<file path="config.mk">
export PLATFORM = sky130hd
export DESIGN_NAME = short_press_gate_qualifier_flat
export DESIGN_NICKNAME = d
export VERILOG_FILES = /design/src/rtl/core/spgq_pkg.sv /design/src/rtl/core/spgq_if.sv /design/src/rtl/core/spgq_cfg_regs.sv /design/src/rtl/core/spgq_in_stage.sv /design/src/rtl/core/spgq_qual.sv /design/src/rtl/core/short_press_gate_qualifier.sv /design/src/flat_wrapper.sv
export SDC_FILE = /design/constraint.sdc
export NUM_CORES = 1
export LEC_CHECK = 0
export BUFFER_PORTS_ARGS = -buffer_cell sky130_fd_sc_hd__buf_2
export CAP_MARGIN = 10
export CORE_UTILIZATION = 25
export CTS_BUF_LIST = sky130_fd_sc_hd__clkbuf_4 sky130_fd_sc_hd__clkbuf_8 sky130_fd_sc_hd__clkbuf_16
export DETAILED_ROUTE_END_ITERATION = 6
export GPL_TIMING_DRIVEN = 0
export PLACE_DENSITY_LB_ADDON = 0.12
export SLEW_MARGIN = 25
export SYNTH_ARGS = -nofsm -noshare
export SYNTH_HDL_FRONTEND = slang
export SYNTH_SLANG_ARGS = --single-unit
</file>
<file path="constraint.sdc">
create_clock -name i_clk -period 11.55 [get_ports i_clk]
set_clock_uncertainty 0.15 [all_clocks]
set_input_delay 0.5775 -clock i_clk [delete_from_list [all_inputs] [get_ports i_clk]]
set_output_delay 0.5775 -clock i_clk [all_outputs]
set_load 0.01 [all_outputs]
</file>
<file path="src/rtl/core/spgq_pkg.sv">
// Package for the short-press gate qualifier: phase codes, register indexes,
// register reset values and the structs passed between the core modules.
// No dependencies.
`timescale 1ns / 1ps

package spgq_pkg;

    localparam int unsigned TIME_W = 32;
    localparam int unsigned CFG_W  = 16;
    localparam int unsigned IDX_W  = 2;

    typedef logic [1:0]        t_phase;
    typedef logic [TIME_W-1:0] t_time;
    typedef logic [CFG_W-1:0]  t_cfg_val;
    typedef logic [IDX_W-1:0]  t_cfg_idx;

    // Phase codes
    localparam t_phase PH_IDLE     = 2'd0;
    localparam t_phase PH_PRESSING = 2'd1;
    localparam t_phase PH_AWAIT    = 2'd2;
    localparam t_phase PH_OPEN     = 2'd3;

    // Register indexes
    localparam t_cfg_idx REG_DEBOUNCE  = 2'd0;
    localparam t_cfg_idx REG_MIN_PRESS = 2'd1;
    localparam t_cfg_idx REG_MAX_PRESS = 2'd2;

    // Register reset values (ms)
    localparam t_cfg_val RST_DEBOUNCE  = 16'd25;
    localparam t_cfg_val RST_MIN_PRESS = 16'd20;
    localparam t_cfg_val RST_MAX_PRESS = 16'd1200;

    typedef struct packed {
        t_cfg_val debounce_time;
        t_cfg_val min_press_time;
        t_cfg_val max_press_time;
    } t_cfg;

    typedef struct packed {
        t_time now_time;
        logic  button_down;
        logic  force_open;
    } t_sample;

endpackage

</file>
<file path="src/rtl/core/spgq_if.sv">
// Handshake channel interfaces for the short-press gate qualifier:
// sample input, result output and configuration write.
// Depends on spgq_pkg.
`timescale 1ns / 1ps

interface spgq_in_if;
    logic                valid;
    logic                ready;
    spgq_pkg::t_time     now_time;
    logic                button_down;
    logic                force_open;

    modport source (output valid, output now_time, output button_down,
                    output force_open, input ready);
    modport sink   (input valid, input now_time, input button_down,
                    input force_open, output ready);
endinterface

interface spgq_out_if;
    logic                valid;
    logic                ready;
    logic                gate_open;
    spgq_pkg::t_phase    phase;

    modport source (output valid, output gate_open, output phase, input ready);
    modport sink   (input valid, input gate_open, input phase, output ready);
endinterface

interface spgq_cfg_if;
    logic                valid;
    logic                ready;
    spgq_pkg::t_cfg_idx  index;
    spgq_pkg::t_cfg_val  data;

    modport source (output valid, output index, output data, input ready);
    modport sink   (input valid, input index, input data, output ready);
endinterface

</file>
<file path="src/rtl/core/spgq_cfg_regs.sv">
// Configuration register file: debounce, minimum and maximum press time.
// Depends on spgq_pkg.
`timescale 1ns / 1ps

module spgq_cfg_regs (
    input  logic               i_clk,
    input  logic               i_rst_n,
    input  logic               i_wr_en,
    input  spgq_pkg::t_cfg_idx i_wr_idx,
    input  spgq_pkg::t_cfg_val i_wr_data,
    output spgq_pkg::t_cfg     o_cfg
);

    spgq_pkg::t_cfg r_cfg;
    spgq_pkg::t_cfg n_cfg;

    // Decode the write; unknown indexes are dropped
    always_comb begin
        n_cfg = r_cfg;
        if (i_wr_en) begin
            unique case (i_wr_idx)
                spgq_pkg::REG_DEBOUNCE:  n_cfg.debounce_time  = i_wr_data;
                spgq_pkg::REG_MIN_PRESS: n_cfg.min_press_time = i_wr_data;
                spgq_pkg::REG_MAX_PRESS: n_cfg.max_press_time = i_wr_data;
                default: ;
            endcase
        end
    end

    always_ff @(posedge i_clk) begin
        if (!i_rst_n) begin
            r_cfg.debounce_time  <= spgq_pkg::RST_DEBOUNCE;
            r_cfg.min_press_time <= spgq_pkg::RST_MIN_PRESS;
            r_cfg.max_press_time <= spgq_pkg::RST_MAX_PRESS;
        end else begin
            r_cfg <= n_cfg;
        end
    end

    assign o_cfg = r_cfg;

endmodule

</file>
<file path="src/rtl/core/spgq_in_stage.sv">
// Input register stage: captures one sample beat and holds it until the
// qualifier takes it. Depends on spgq_pkg.
`timescale 1ns / 1ps

module spgq_in_stage (
    input  logic              i_clk,
    input  logic              i_rst_n,
    input  logic              i_valid,
    output logic              o_ready,
    input  spgq_pkg::t_sample i_smp,
    output logic              o_valid,
    input  logic              i_ready,
    output spgq_pkg::t_sample o_smp
);

    logic              r_valid;
    spgq_pkg::t_sample r_smp;
    logic              w_load;

    // Accept a new beat when empty or when the held one moves on this cycle
    assign o_ready = !r_valid || i_ready;
    assign w_load  = i_valid && o_ready;

    always_ff @(posedge i_clk) begin
        if (!i_rst_n) begin
            r_valid <= 1'b0;
        end else if (o_ready) begin
            r_valid <= i_valid;
        end
    end

    always_ff @(posedge i_clk) begin
        if (w_load) begin
            r_smp <= i_smp;
        end
    end

    assign o_valid = r_valid;
    assign o_smp   = r_smp;

endmodule

</file>
<file path="src/rtl/core/spgq_qual.sv">
// Press qualifier: applies one registered sample to the press state and
// registers the result beat. Depends on spgq_pkg.
`timescale 1ns / 1ps

module spgq_qual (
    input  logic              i_clk,
    input  logic              i_rst_n,
    input  spgq_pkg::t_cfg    i_cfg,
    input  logic              i_valid,
    output logic              o_ready,
    input  spgq_pkg::t_sample i_smp,
    output logic              o_valid,
    input  logic              i_ready,
    output logic              o_gate_open,
    output spgq_pkg::t_phase  o_phase
);

    // Press state
    spgq_pkg::t_phase r_phase, n_phase;
    logic             r_started, n_started;
    logic             r_open, n_open;
    logic             r_prev, n_prev;
    spgq_pkg::t_time  r_edge, n_edge;
    spgq_pkg::t_time  r_press, n_press;
    spgq_pkg::t_time  r_rel, n_rel;

    // Result register
    logic             r_out_valid;
    logic             r_out_gate;
    spgq_pkg::t_phase r_out_phase;

    logic             w_step;
    spgq_pkg::t_time  w_held;
    spgq_pkg::t_time  w_since_rel;
    spgq_pkg::t_time  w_since_edge;
    spgq_pkg::t_time  w_max;
    spgq_pkg::t_time  w_min;
    spgq_pkg::t_time  w_deb;

    assign o_ready = !r_out_valid || i_ready;
    assign w_step  = i_valid && o_ready;

    assign w_max = {16'd0, i_cfg.max_press_time};
    assign w_min = {16'd0, i_cfg.min_press_time};
    assign w_deb = {16'd0, i_cfg.debounce_time};

    // Next press state for the sample at the head of the input stage
    always_comb begin
        n_phase   = r_phase;
        n_started = r_started;
        n_open    = r_open;
        n_prev    = r_prev;
        n_edge    = r_edge;
        n_press   = r_press;
        n_rel     = r_rel;
        w_held       = '0;
        w_since_rel  = '0;
        w_since_edge = '0;
        if (i_smp.force_open) begin
            n_open    = 1'b1;
            n_phase   = spgq_pkg::PH_OPEN;
            n_started = 1'b1;
        end else if (!r_open && (r_phase != spgq_pkg::PH_OPEN)) begin
            // First sample seeds level and time
            if (!r_started) begin
                n_prev = i_smp.button_down;
                n_edge = i_smp.now_time;
                if (i_smp.button_down) begin
                    n_phase = spgq_pkg::PH_PRESSING;
                    n_press = i_smp.now_time;
                end
                n_started = 1'b1;
            end
            // Track raw edges
            if (i_smp.button_down != n_prev) begin
                n_prev = i_smp.button_down;
                n_edge = i_smp.now_time;
            end
            w_held       = i_smp.now_time - n_press;
            w_since_rel  = i_smp.now_time - n_rel;
            w_since_edge = i_smp.now_time - n_edge;
            unique case (n_phase)
                spgq_pkg::PH_IDLE: begin
                    if (i_smp.button_down) begin
                        n_phase = spgq_pkg::PH_PRESSING;
                        n_press = i_smp.now_time;
                    end
                end
                spgq_pkg::PH_PRESSING: begin
                    if (i_smp.button_down) begin
                        if (w_held > w_max) begin
                            n_phase = spgq_pkg::PH_IDLE;
                        end
                    end else if (w_held >= w_min && w_held <= w_max) begin
                        n_phase = spgq_pkg::PH_AWAIT;
                        n_rel   = i_smp.now_time;
                    end else begin
                        n_phase = spgq_pkg::PH_IDLE;
                    end
                end
                spgq_pkg::PH_AWAIT: begin
                    if (i_smp.button_down) begin
                        n_phase = spgq_pkg::PH_PRESSING;
                        n_press = i_smp.now_time;
                    end else if (w_since_rel >= w_deb && w_since_edge >= w_deb) begin
                        n_open  = 1'b1;
                        n_phase = spgq_pkg::PH_OPEN;
                    end
                end
                default: ;
            endcase
        end
    end

    // Commit state on each stepped beat
    always_ff @(posedge i_clk) begin
        if (!i_rst_n) begin
            r_phase   <= spgq_pkg::PH_IDLE;
            r_started <= 1'b0;
            r_open    <= 1'b0;
            r_prev    <= 1'b0;
            r_edge    <= '0;
            r_press   <= '0;
            r_rel     <= '0;
        end else if (w_step) begin
            r_phase   <= n_phase;
            r_started <= n_started;
            r_open    <= n_open;
            r_prev    <= n_prev;
            r_edge    <= n_edge;
            r_press   <= n_press;
            r_rel     <= n_rel;
        end
    end

    // Result register: hold while the receiver stalls
    always_ff @(posedge i_clk) begin
        if (!i_rst_n) begin
            r_out_valid <= 1'b0;
        end else if (o_ready) begin
            r_out_valid <= i_valid;
        end
    end

    always_ff @(posedge i_clk) begin
        if (w_step) begin
            r_out_gate  <= n_open;
            r_out_phase <= n_phase;
        end
    end

    assign o_valid     = r_out_valid;
    assign o_gate_open = r_out_gate;
    assign o_phase     = r_out_phase;

endmodule

</file>
<file path="src/rtl/core/short_press_gate_qualifier.sv">
// Top level of the short-press gate qualifier: configuration registers,
// input register stage and press qualifier. Depends on spgq_pkg, spgq_if.
//
// Usage:
//   i_in  : sample beats (now_time in ms, raw button_down, force_open).
//   o_res : one result beat per sample (gate_open latch, phase code).
//   i_cfg : register writes; index 0 debounce, 1 min press, 2 max press,
//           other indexes are dropped. Always ready; write only while idle.
// Pipeline: a sample taken on i_in passes the input register, then the
//   result register (two register stages) before o_res shows its result.
// Throughput: one sample per cycle while o_res is taken; the qualifier
//   state update is 32-bit subtractions and compares, all combinational.
// Reset (synchronous, active low): phase idle, gate closed, timestamps zero,
//   registers back to 25 / 20 / 1200 ms, no beats held.
// Stall: while o_res is not taken, the result and the held sample stay put
//   and i_in.ready drops once both stages are full.
`timescale 1ns / 1ps

module short_press_gate_qualifier (
    input  logic       i_clk,
    input  logic       i_rst_n,
    spgq_in_if.sink    i_in,
    spgq_out_if.source o_res,
    spgq_cfg_if.sink   i_cfg
);

    spgq_pkg::t_cfg    w_cfg;
    spgq_pkg::t_sample w_in_smp;
    spgq_pkg::t_sample w_q_smp;
    logic              w_q_valid;
    logic              w_q_ready;

    // Configuration channel never stalls
    assign i_cfg.ready = 1'b1;

    spgq_cfg_regs u_cfg_regs (
        .i_clk     (i_clk),
        .i_rst_n   (i_rst_n),
        .i_wr_en   (i_cfg.valid),
        .i_wr_idx  (i_cfg.index),
        .i_wr_data (i_cfg.data),
        .o_cfg     (w_cfg)
    );

    assign w_in_smp.now_time    = i_in.now_time;
    assign w_in_smp.button_down = i_in.button_down;
    assign w_in_smp.force_open  = i_in.force_open;

    spgq_in_stage u_in_stage (
        .i_clk   (i_clk),
        .i_rst_n (i_rst_n),
        .i_valid (i_in.valid),
        .o_ready (i_in.ready),
        .i_smp   (w_in_smp),
        .o_valid (w_q_valid),
        .i_ready (w_q_ready),
        .o_smp   (w_q_smp)
    );

    spgq_qual u_qual (
        .i_clk       (i_clk),
        .i_rst_n     (i_rst_n),
        .i_cfg       (w_cfg),
        .i_valid     (w_q_valid),
        .o_ready     (w_q_ready),
        .i_smp       (w_q_smp),
        .o_valid     (o_res.valid),
        .i_ready     (o_res.ready),
        .o_gate_open (o_res.gate_open),
        .o_phase     (o_res.phase)
    );

endmodule
</file>
<file path="src/flat_wrapper.sv">
// flat-port wrapper written by rule: the top's interface ports become plain ports
module short_press_gate_qualifier_flat 
  (i_clk, i_rst_n, i_in_valid, i_in_now_time, i_in_button_down, i_in_force_open, i_in_ready, o_res_valid, o_res_gate_open, o_res_phase, o_res_ready, i_cfg_valid, i_cfg_index, i_cfg_data, i_cfg_ready);
  spgq_in_if i_in_i ();
  spgq_out_if o_res_i ();
  spgq_cfg_if i_cfg_i ();
  input  logic i_clk;
  input  logic i_rst_n;
  input wire logic [$bits(i_in_i.valid)-1:0] i_in_valid;
  input wire logic [$bits(i_in_i.now_time)-1:0] i_in_now_time;
  input wire logic [$bits(i_in_i.button_down)-1:0] i_in_button_down;
  input wire logic [$bits(i_in_i.force_open)-1:0] i_in_force_open;
  output wire logic [$bits(i_in_i.ready)-1:0] i_in_ready;
  output wire logic [$bits(o_res_i.valid)-1:0] o_res_valid;
  output wire logic [$bits(o_res_i.gate_open)-1:0] o_res_gate_open;
  output wire logic [$bits(o_res_i.phase)-1:0] o_res_phase;
  input wire logic [$bits(o_res_i.ready)-1:0] o_res_ready;
  input wire logic [$bits(i_cfg_i.valid)-1:0] i_cfg_valid;
  input wire logic [$bits(i_cfg_i.index)-1:0] i_cfg_index;
  input wire logic [$bits(i_cfg_i.data)-1:0] i_cfg_data;
  output wire logic [$bits(i_cfg_i.ready)-1:0] i_cfg_ready;
  assign i_in_i.valid = i_in_valid;
  assign i_in_i.now_time = i_in_now_time;
  assign i_in_i.button_down = i_in_button_down;
  assign i_in_i.force_open = i_in_force_open;
  assign i_in_ready = i_in_i.ready;
  assign o_res_valid = o_res_i.valid;
  assign o_res_gate_open = o_res_i.gate_open;
  assign o_res_phase = o_res_i.phase;
  assign o_res_i.ready = o_res_ready;
  assign i_cfg_i.valid = i_cfg_valid;
  assign i_cfg_i.index = i_cfg_index;
  assign i_cfg_i.data = i_cfg_data;
  assign i_cfg_ready = i_cfg_i.ready;
  short_press_gate_qualifier u_core (.i_clk(i_clk), .i_rst_n(i_rst_n), .i_in(i_in_i), .o_res(o_res_i), .i_cfg(i_cfg_i));
endmodule
</file>
==> results.yml, run 1 <==
synth:
  synthMuxAreaShare: 0.0600
  synth_fa_ha_area_frac: 0.129
  synth_simple_gate_area_frac: 0.200
  synth-edff-count: 37
  netlist_area_um2: 15000
  ys.warnings.count: 0
  ys_seq_elements: 188
  syn_inst: 1865
  syn_nets: 2073
  synth_xor_area_frac: 0.0396
  ys_async_sr_fraction: 0
  syn_area_per_cell_um2: 8.06
  ys_seq_area_frac: 0.275
  synth_top_family_by_area: "compound AO/OA/AOI/OAI gates"
  synth_compound_area_frac: 0.245
  synth_cell_types: 83
  synth-main-ff-cell: "dfxtp_1"
clock_network:
  clock_sinks: 188
  cts_tree: "yes"
  insertion_delay_ns: 0.50
  clock_path_buffers: 2
  post_cts_buffers: 0
  cts_resized: 0
  cts_hold_repair.buffers: 0
  cts_root_buf: "clkbuf_16"
  clkTransAtPathRegs_ns: 0.08
  h-tree-depth: 4
  cts_buffers: 17
routing:
  wl_um: 51300
  drcViolationCount: 0
  num_vias: 13607
  drtPass1Iterations: 5
  drtIter0Drc: 667
  via_per_inst: 4.98
  post_drt_wl_per_cell_um: 18.8
  detail-route-antenna-nets: 0
final_layout:
  areaGrowthSynthToFinish_pct: 12.4
  diodes: 0
  drive_gt1_frac: 0.0613
  fin_util: 0.285
  final_cell_count_no_fill: 2731
  fin_area_um2: 16900
  fillers: 6443
  nNetsFinal: 2153
worst_setup_path:
  critPathMaxStageDelay_ns: 0.75
  cp_max_fo: 10
  worstPathRequired_ns: 11.60
  crit_top_cell: "o21ai_0"
  worstSetupStartpointType: "flop"
  critPathKind: "flop to flop"
  critPathCaptureType: "flop"
  arrival_ns: 10.45
  crit_path_top_delay_cell: "edfxtp_1"
die:
  initial_utilization: 0.254
  coreArea_um2: 59200
  die_y_um: 247
  placementRows: 89
  dieArea_um2: 61100
  fp.dieW_um: 247
  io_pins: 63
global_route:
  grt_antenna_before_repair: 0
  grt_pass1_wl_um: 79500
  overflow: 0
  grt_util_all_layers: 0.173
  grt_pass1_vias: 13556
  grt_max_degree: 22
pwr:
  leakage_nw: 6.47
  ir_drop_v: 0.0000806
  total_power_mw: 1.93
  pwr_density_cell_nw_per_um2: 114
timing:
  setup_viol: 0
  worst_slew_pin_slew_ns: 0.857
  hold_viol: 0
  holdWs_ns: 0.109
  fin_crit_sh: 0.900
  setup_ws_ns: 1.15
  slew-limit-headroom: 0.429
  rsz0062_at_grt: "false"
  tns_ns: 0
  fmax_ghz: 0.0962
  finalCriticalPeriod_ns: 10.40
  report.final.slew_viol_count: 0
placed_design:
  place_ws_ns: 1.23
  place_inst: 2699
  place_congestion: 0.830
  placed_area_um2: 16300
  io_buffers: 60
  hpwl_um: 41900
status:
  status: "completed"
job:
  drv_cap: 0
min_path:
  hold_path_class: "primary input to flop"
[synth_stat cells, types with 5 or more instances]
cell,n,share of area
nor3_1,20,0.0067
o221ai_1,5,0.0029
or3_1,17,0.0071
dfxtp_1,151,0.20
o31ai_1,11,0.0055
edfxtp_1,37,0.074
o21bai_1,9,0.0045
nand2_1,291,0.073
and3_1,11,0.0046
a221oi_1,6,0.0035
or2_2,5,0.0021
xor2_1,26,0.015
a311oi_1,6,0.0035
a31oi_1,15,0.0062
o22ai_1,8,0.0033
a21oi_1,127,0.042
o21ai_0,83,0.028
and2_1,21,0.0087
nand4_1,29,0.012
o211a_1,22,0.015
clkbuf_1,70,0.017
inv_1,111,0.028
nor4_1,8,0.0033
buf_1,7,0.0017
ha_1,149,0.12
o31a_1,5,0.0029
a21boi_0,88,0.044
a2111oi_0,5,0.0029
nand3_1,28,0.0093
o211ai_1,21,0.010
a41oi_1,5,0.0029
a211oi_1,23,0.011
nand2b_1,27,0.011
mux2i_1,89,0.059
o2111ai_1,5,0.0029
nor2b_1,62,0.026
o21a_1,19,0.0095
nor2_1,80,0.020
xnor2_1,42,0.024
or4_1,8,0.0040
a21o_1,38,0.019
[sequential cells by signal, indices dropped and copies added (netlist names)]
register / cells
u_core.u_qual.r_edge: 32
u_core.u_qual.r_open: 1
u_core.u_cfg_regs.o_cfg: 48
u_core.u_qual.o_phase: 2
u_core.u_qual.o_gate_open: 1
u_core.u_qual.r_phase: 2
u_core.u_qual.o_valid: 1
u_core.u_qual.r_prev: 1
u_core.u_in_stage.o_valid: 1
u_core.u_qual.r_started: 1
u_core.u_qual.r_press: 32
u_core.u_qual.r_rel: 32
u_core.u_in_stage.o_smp: 34
[power breakdown]
group / leakage (nW) / switching (mW) / total, mW / internal [mW]
clock network: 0.272 / 0.310 / 0.596 / 0.286
registers: 1.59 / 0.0310 / 0.724 / 0.693
logic: 4.61 / 0.370 / 0.610 / 0.239
[placed cells by master, fill, tap and decap left out, types with 17 or more instances in the layout]
cell type / count
nand2b_1: 27
nand3_1: 28
nor2_1: 80
nor3_1: 20
mux2i_1: 89
clkbuf_16: 17
inv_1: 111
nor2b_1: 62
clkbuf_1: 70
o21ai_0: 83
xor2_1: 26
o21a_1: 19
o211a_1: 22
dfxtp_1: 151
a21boi_0: 88
or3_1: 17
a21o_1: 38
and2_1: 20
a21oi_1: 127
a211oi_1: 23
buf_2: 62
nand2_1: 291
edfxtp_1: 37
ha_1: 149
nand4_1: 29
o211ai_1: 21
xnor2_1: 42
[cell families after synthesis]
logic type | Yosys count
other cells | 1
flops | 188
buf+inv | 195
fa+ha+maj | 154
mux | 90
simple gates | 628
compound gates | 541
xor+xnor | 68
[worst max-delay path: cells and delay by family (launching register included)]
family	cells	cell delay [ns]
buffers and inverters	5	2.51
AOI/OAI and AO/OA	11	3.22
adders and majority gates	3	1.06
DFF	1	0.75
and+or+nand+nor	8	2.25
xor gates and xnor gates	1	0.15
[final cells by class]
class                           count  area (µm²)  area share
Multi-Input combinational cell   1482       10100       0.600
Sequential cell                   188        4130       0.245
Tap cell                          773         967      0.0573
Clock buffer                       18         433      0.0256
Inverter                          111         417      0.0247
Buffer                             84         352      0.0208
Timing Repair Buffer               61         328      0.0194
Clock inverter                     14         129     0.00763
[routing by layer]
metal / GRT usage / vias to the layer above / wire [µm]
met5: 0 / - / 0
met1: 0.223 / 6441 / 24300
li1: - / 6896 / -
met4: 0.0592 / 0 / 1450
met3: 0.0271 / 58 / 1540
met2: 0.290 / 212 / 24000
[final timing paths]
| check | from | to | slack (ns) | cells past startpoint |
|---|---|---|---|---|
| min | i_in_now_time[2] | u_core.u_in_stage.o_smp[4] | 0.11 | 1 |
| min reg2reg | u_core.u_qual.r_press[23] | u_core.u_qual.r_press[23] | 0.32 | 2 |
| max | u_core.u_in_stage.o_smp[1] | u_core.u_qual.o_phase[0] | 1.15 | 28 |
| max reg2reg | u_core.u_in_stage.o_smp[1] | u_core.u_qual.o_phase[0] | 1.15 | 28 |
Power figures use the tool's default switching activity.
==> run 2: changes to the inputs <==
Settings changed: SYNTH_HIERARCHICAL set to 1.
==> results.yml, run 2 <==
global_route:
  grt_pass1_vias: 14581
  grt_max_degree: 35
  grt_pass1_wl_um: 86800
  overflow: 0
  grt_util_all_layers: 0.180
  grt_antenna_before_repair: 1
synth:
  ys.warnings.count: 6
  synth_area_leaders: "dfxtp_1 19%, ha_1 12%, edfxtp_1 7.0%"
  synth.most_common_cell: "nand2_1"
  synth-main-ff-cell: "dfxtp_1"
  synth_top_area_frac: 0.191
  ys_async_sr_fraction: 0
  ys_seq_area_frac: 0.261
  syn_inst: 1954
  netlist_top_cells_count: "269 x nand2_1, 151 x dfxtp_1, 149 x ha_1"
  synth-edff-count: 37
  synth_cell_types: 105
  syn_area_per_cell_um2: 8.11
  yosysTopAreaCell: "dfxtp_1"
  ys_seq_elements: 188
  syn_nets: 2162
  netlist_area_um2: 15800
job:
  drv_cap: 0
timing:
  rsz0062_at_grt: "false"
  fin_crit_sh: 0.743
  slew-limit-headroom: 0.268
  tns_ns: 0
  fmax_ghz: 0.117
  holdWs_ns: 0.0815
  finalCriticalPeriod_ns: 8.58
  hold_viol: 0
  report.final.slew_viol_count: 0
  setup_viol: 0
  worst_slew_pin_slew_ns: 1.08
final_layout:
  fin_util: 0.286
  largest_reg_flops: 48
  areaGrowthSynthToFinish_pct: 12.2
  layout_commonest_cell: "nand2_1"
  nNetsFinal: 2243
  drive_gt1_frac: 0.0859
  final_cell_mix: "269 x nand2_1, 151 x dfxtp_1, 149 x ha_1"
  fin_area_um2: 17800
pwr:
  total_power_mw: 2.02
  pwr-share-clk: 0.293
  p_int_mw: 1.24
  p_switching_mw: 0.780
  leakage_nw: 7.09
  pwr_density_cell_nw_per_um2: 114
  ir_drop_v: 0.000127
  p_sw_frac: 0.387
  power_frac_comb: 0.347
  seq_power_share: 0.360
placed_design:
  placed_area_um2: 17200
  hpwl_um: 46500
  io_buffers: 61
  place_congestion: 0.842
worst_setup_path:
  arrival_ns: 8.66
  r2r_end: "u_core/u_qual/o_phase[0]"
  ff2ff_setup_slack_ns: 2.97
  critPathKind: "flop to flop"
  worstPathRequired_ns: 11.63
  critPathMaxStageDelay_ns: 0.76
  r2r-start: "u_core/u_in_stage/o_smp[1]"
  reg2reg_depth: 29
  worstSetupStartpointType: "flop"
  critPathCaptureType: "flop"
  cp_max_fo: 10
  crit_top_cell: "ha_1"
  crit_path_top_delay_cell: "edfxtp_1"
die:
  io_pins: 63
  initial_utilization: 0.255
  placementRows: 91
  coreArea_um2: 62200
  dieArea_um2: 64400
  fp.dieW_um: 254
  die_y_um: 254
routing:
  detail-route-antenna-nets: 0
  via_per_inst: 5.05
  drtPass1Iterations: 5
  num_vias: 14585
  drtIter0Drc: 1013
  drcViolationCount: 0
  post_drt_wl_per_cell_um: 19.7
  wl_um: 56800
clock_network:
  cts_tree: "yes"
  clock_path_buffers: 2
  cts_buffers: 17
  insertion_delay_ns: 0.51
  clock_sinks: 188
  post_cts_buffers: 0
  h-tree-depth: 4
  cts_root_buf: "clkbuf_16"
  clkTransAtPathRegs_ns: 0.09
  cts_resized: 0
  cts_hold_repair.buffers: 0
min_path:
  hold_path_class: "primary input to flop"
  hold_depth: 1
  hold_end: "u_core/u_in_stage/o_smp[20]"
  worstHoldStart: "i_in_now_time[18]"
status:
  status: "completed"
run 2: critical path, delay by kind of cell, from the launching register on:
family / cells / cell delay [ns]
buffers and inverters: 5 / 1.49
DFF: 1 / 0.76
and+or+nand+nor: 7 / 1.72
AOI/OAI and AO/OA: 13 / 2.91
adders and majority gates: 4 / 1.28
run 2: cell families after synthesis:
family          share of synthesized area
flops                               0.261
simple gates                        0.193
fa+ha+maj                           0.121
mux                                0.0595
buf+inv                            0.0654
compound gates                      0.266
other cells                      0.000237
xor+xnor                           0.0343
run 2: power groups by stage:
| stage | sequential (mW) | clock [mW] | combinational [mW] |
|---|---|---|---|
| after detailed placement | 0.742 | 0 | 0.697 |
| after CTS | 0.727 | 0.616 | 0.701 |
| final | 0.727 | 0.592 | 0.699 |
| after global placement | 0.742 | 0 | 0.693 |
| after floorplan | 0.725 | 0 | 0.498 |
| after global routing | 0.731 | 0.641 | 0.781 |
run 2: area by class of cell:
type                            count  area [µm²]
Multi-Input combinational cell   1521       10700
Fill cell                        6836       44400
Antenna cell                        3        7.51
Inverter                          130         488
Clock inverter                     13         111
Timing Repair Buffer               62         310
Buffer                            115         548
Tap cell                          837        1050
Sequential cell                   188        4130
Clock buffer                       19         440
run 2: worst max-delay path by stage:
stage,endpoint,from,slack (ns),cells after the start
floorplan,u_core/u_qual/o_phase[0],u_core/u_in_stage/o_smp[1],5.28,29
global placement,u_core/u_qual/o_phase[0],u_core/u_in_stage/o_smp[1],2.82,29
detailed placement,u_core/u_qual/o_phase[0],u_core/u_in_stage/o_smp[1],2.88,29
CTS,u_core/u_qual/o_phase[0],u_core/u_in_stage/o_smp[1],2.84,29
global route,u_core/u_qual/o_gate_open,u_core/u_in_stage/o_smp[1],2.24,29
finish,u_core/u_qual/o_phase[0],u_core/u_in_stage/o_smp[1],2.97,29
run 2: per-stage QoR:
| stage | setup WS [ns] | instances |
|---|---|---|
| floorplan | 5.28 | 1954 |
| global route | 2.24 | 2885 |
| CTS | 2.84 | 2885 |
| global placement | 2.82 | 2852 |
| finish | 2.97 | 2888 |
| detailed placement | 2.88 | 2853 |
run 2: metal layers:
| metal | GRT usage | share of wire | wire length, µm |
|---|---|---|---|
| met1 | 0.240 | 0.48 | 27200 |
| met2 | 0.293 | 0.46 | 26000 |
| met3 | 0.0294 | 0.037 | 2080 |
| met4 | 0.0623 | 0.026 | 1490 |
| met5 | 0 | 0 | 0 |
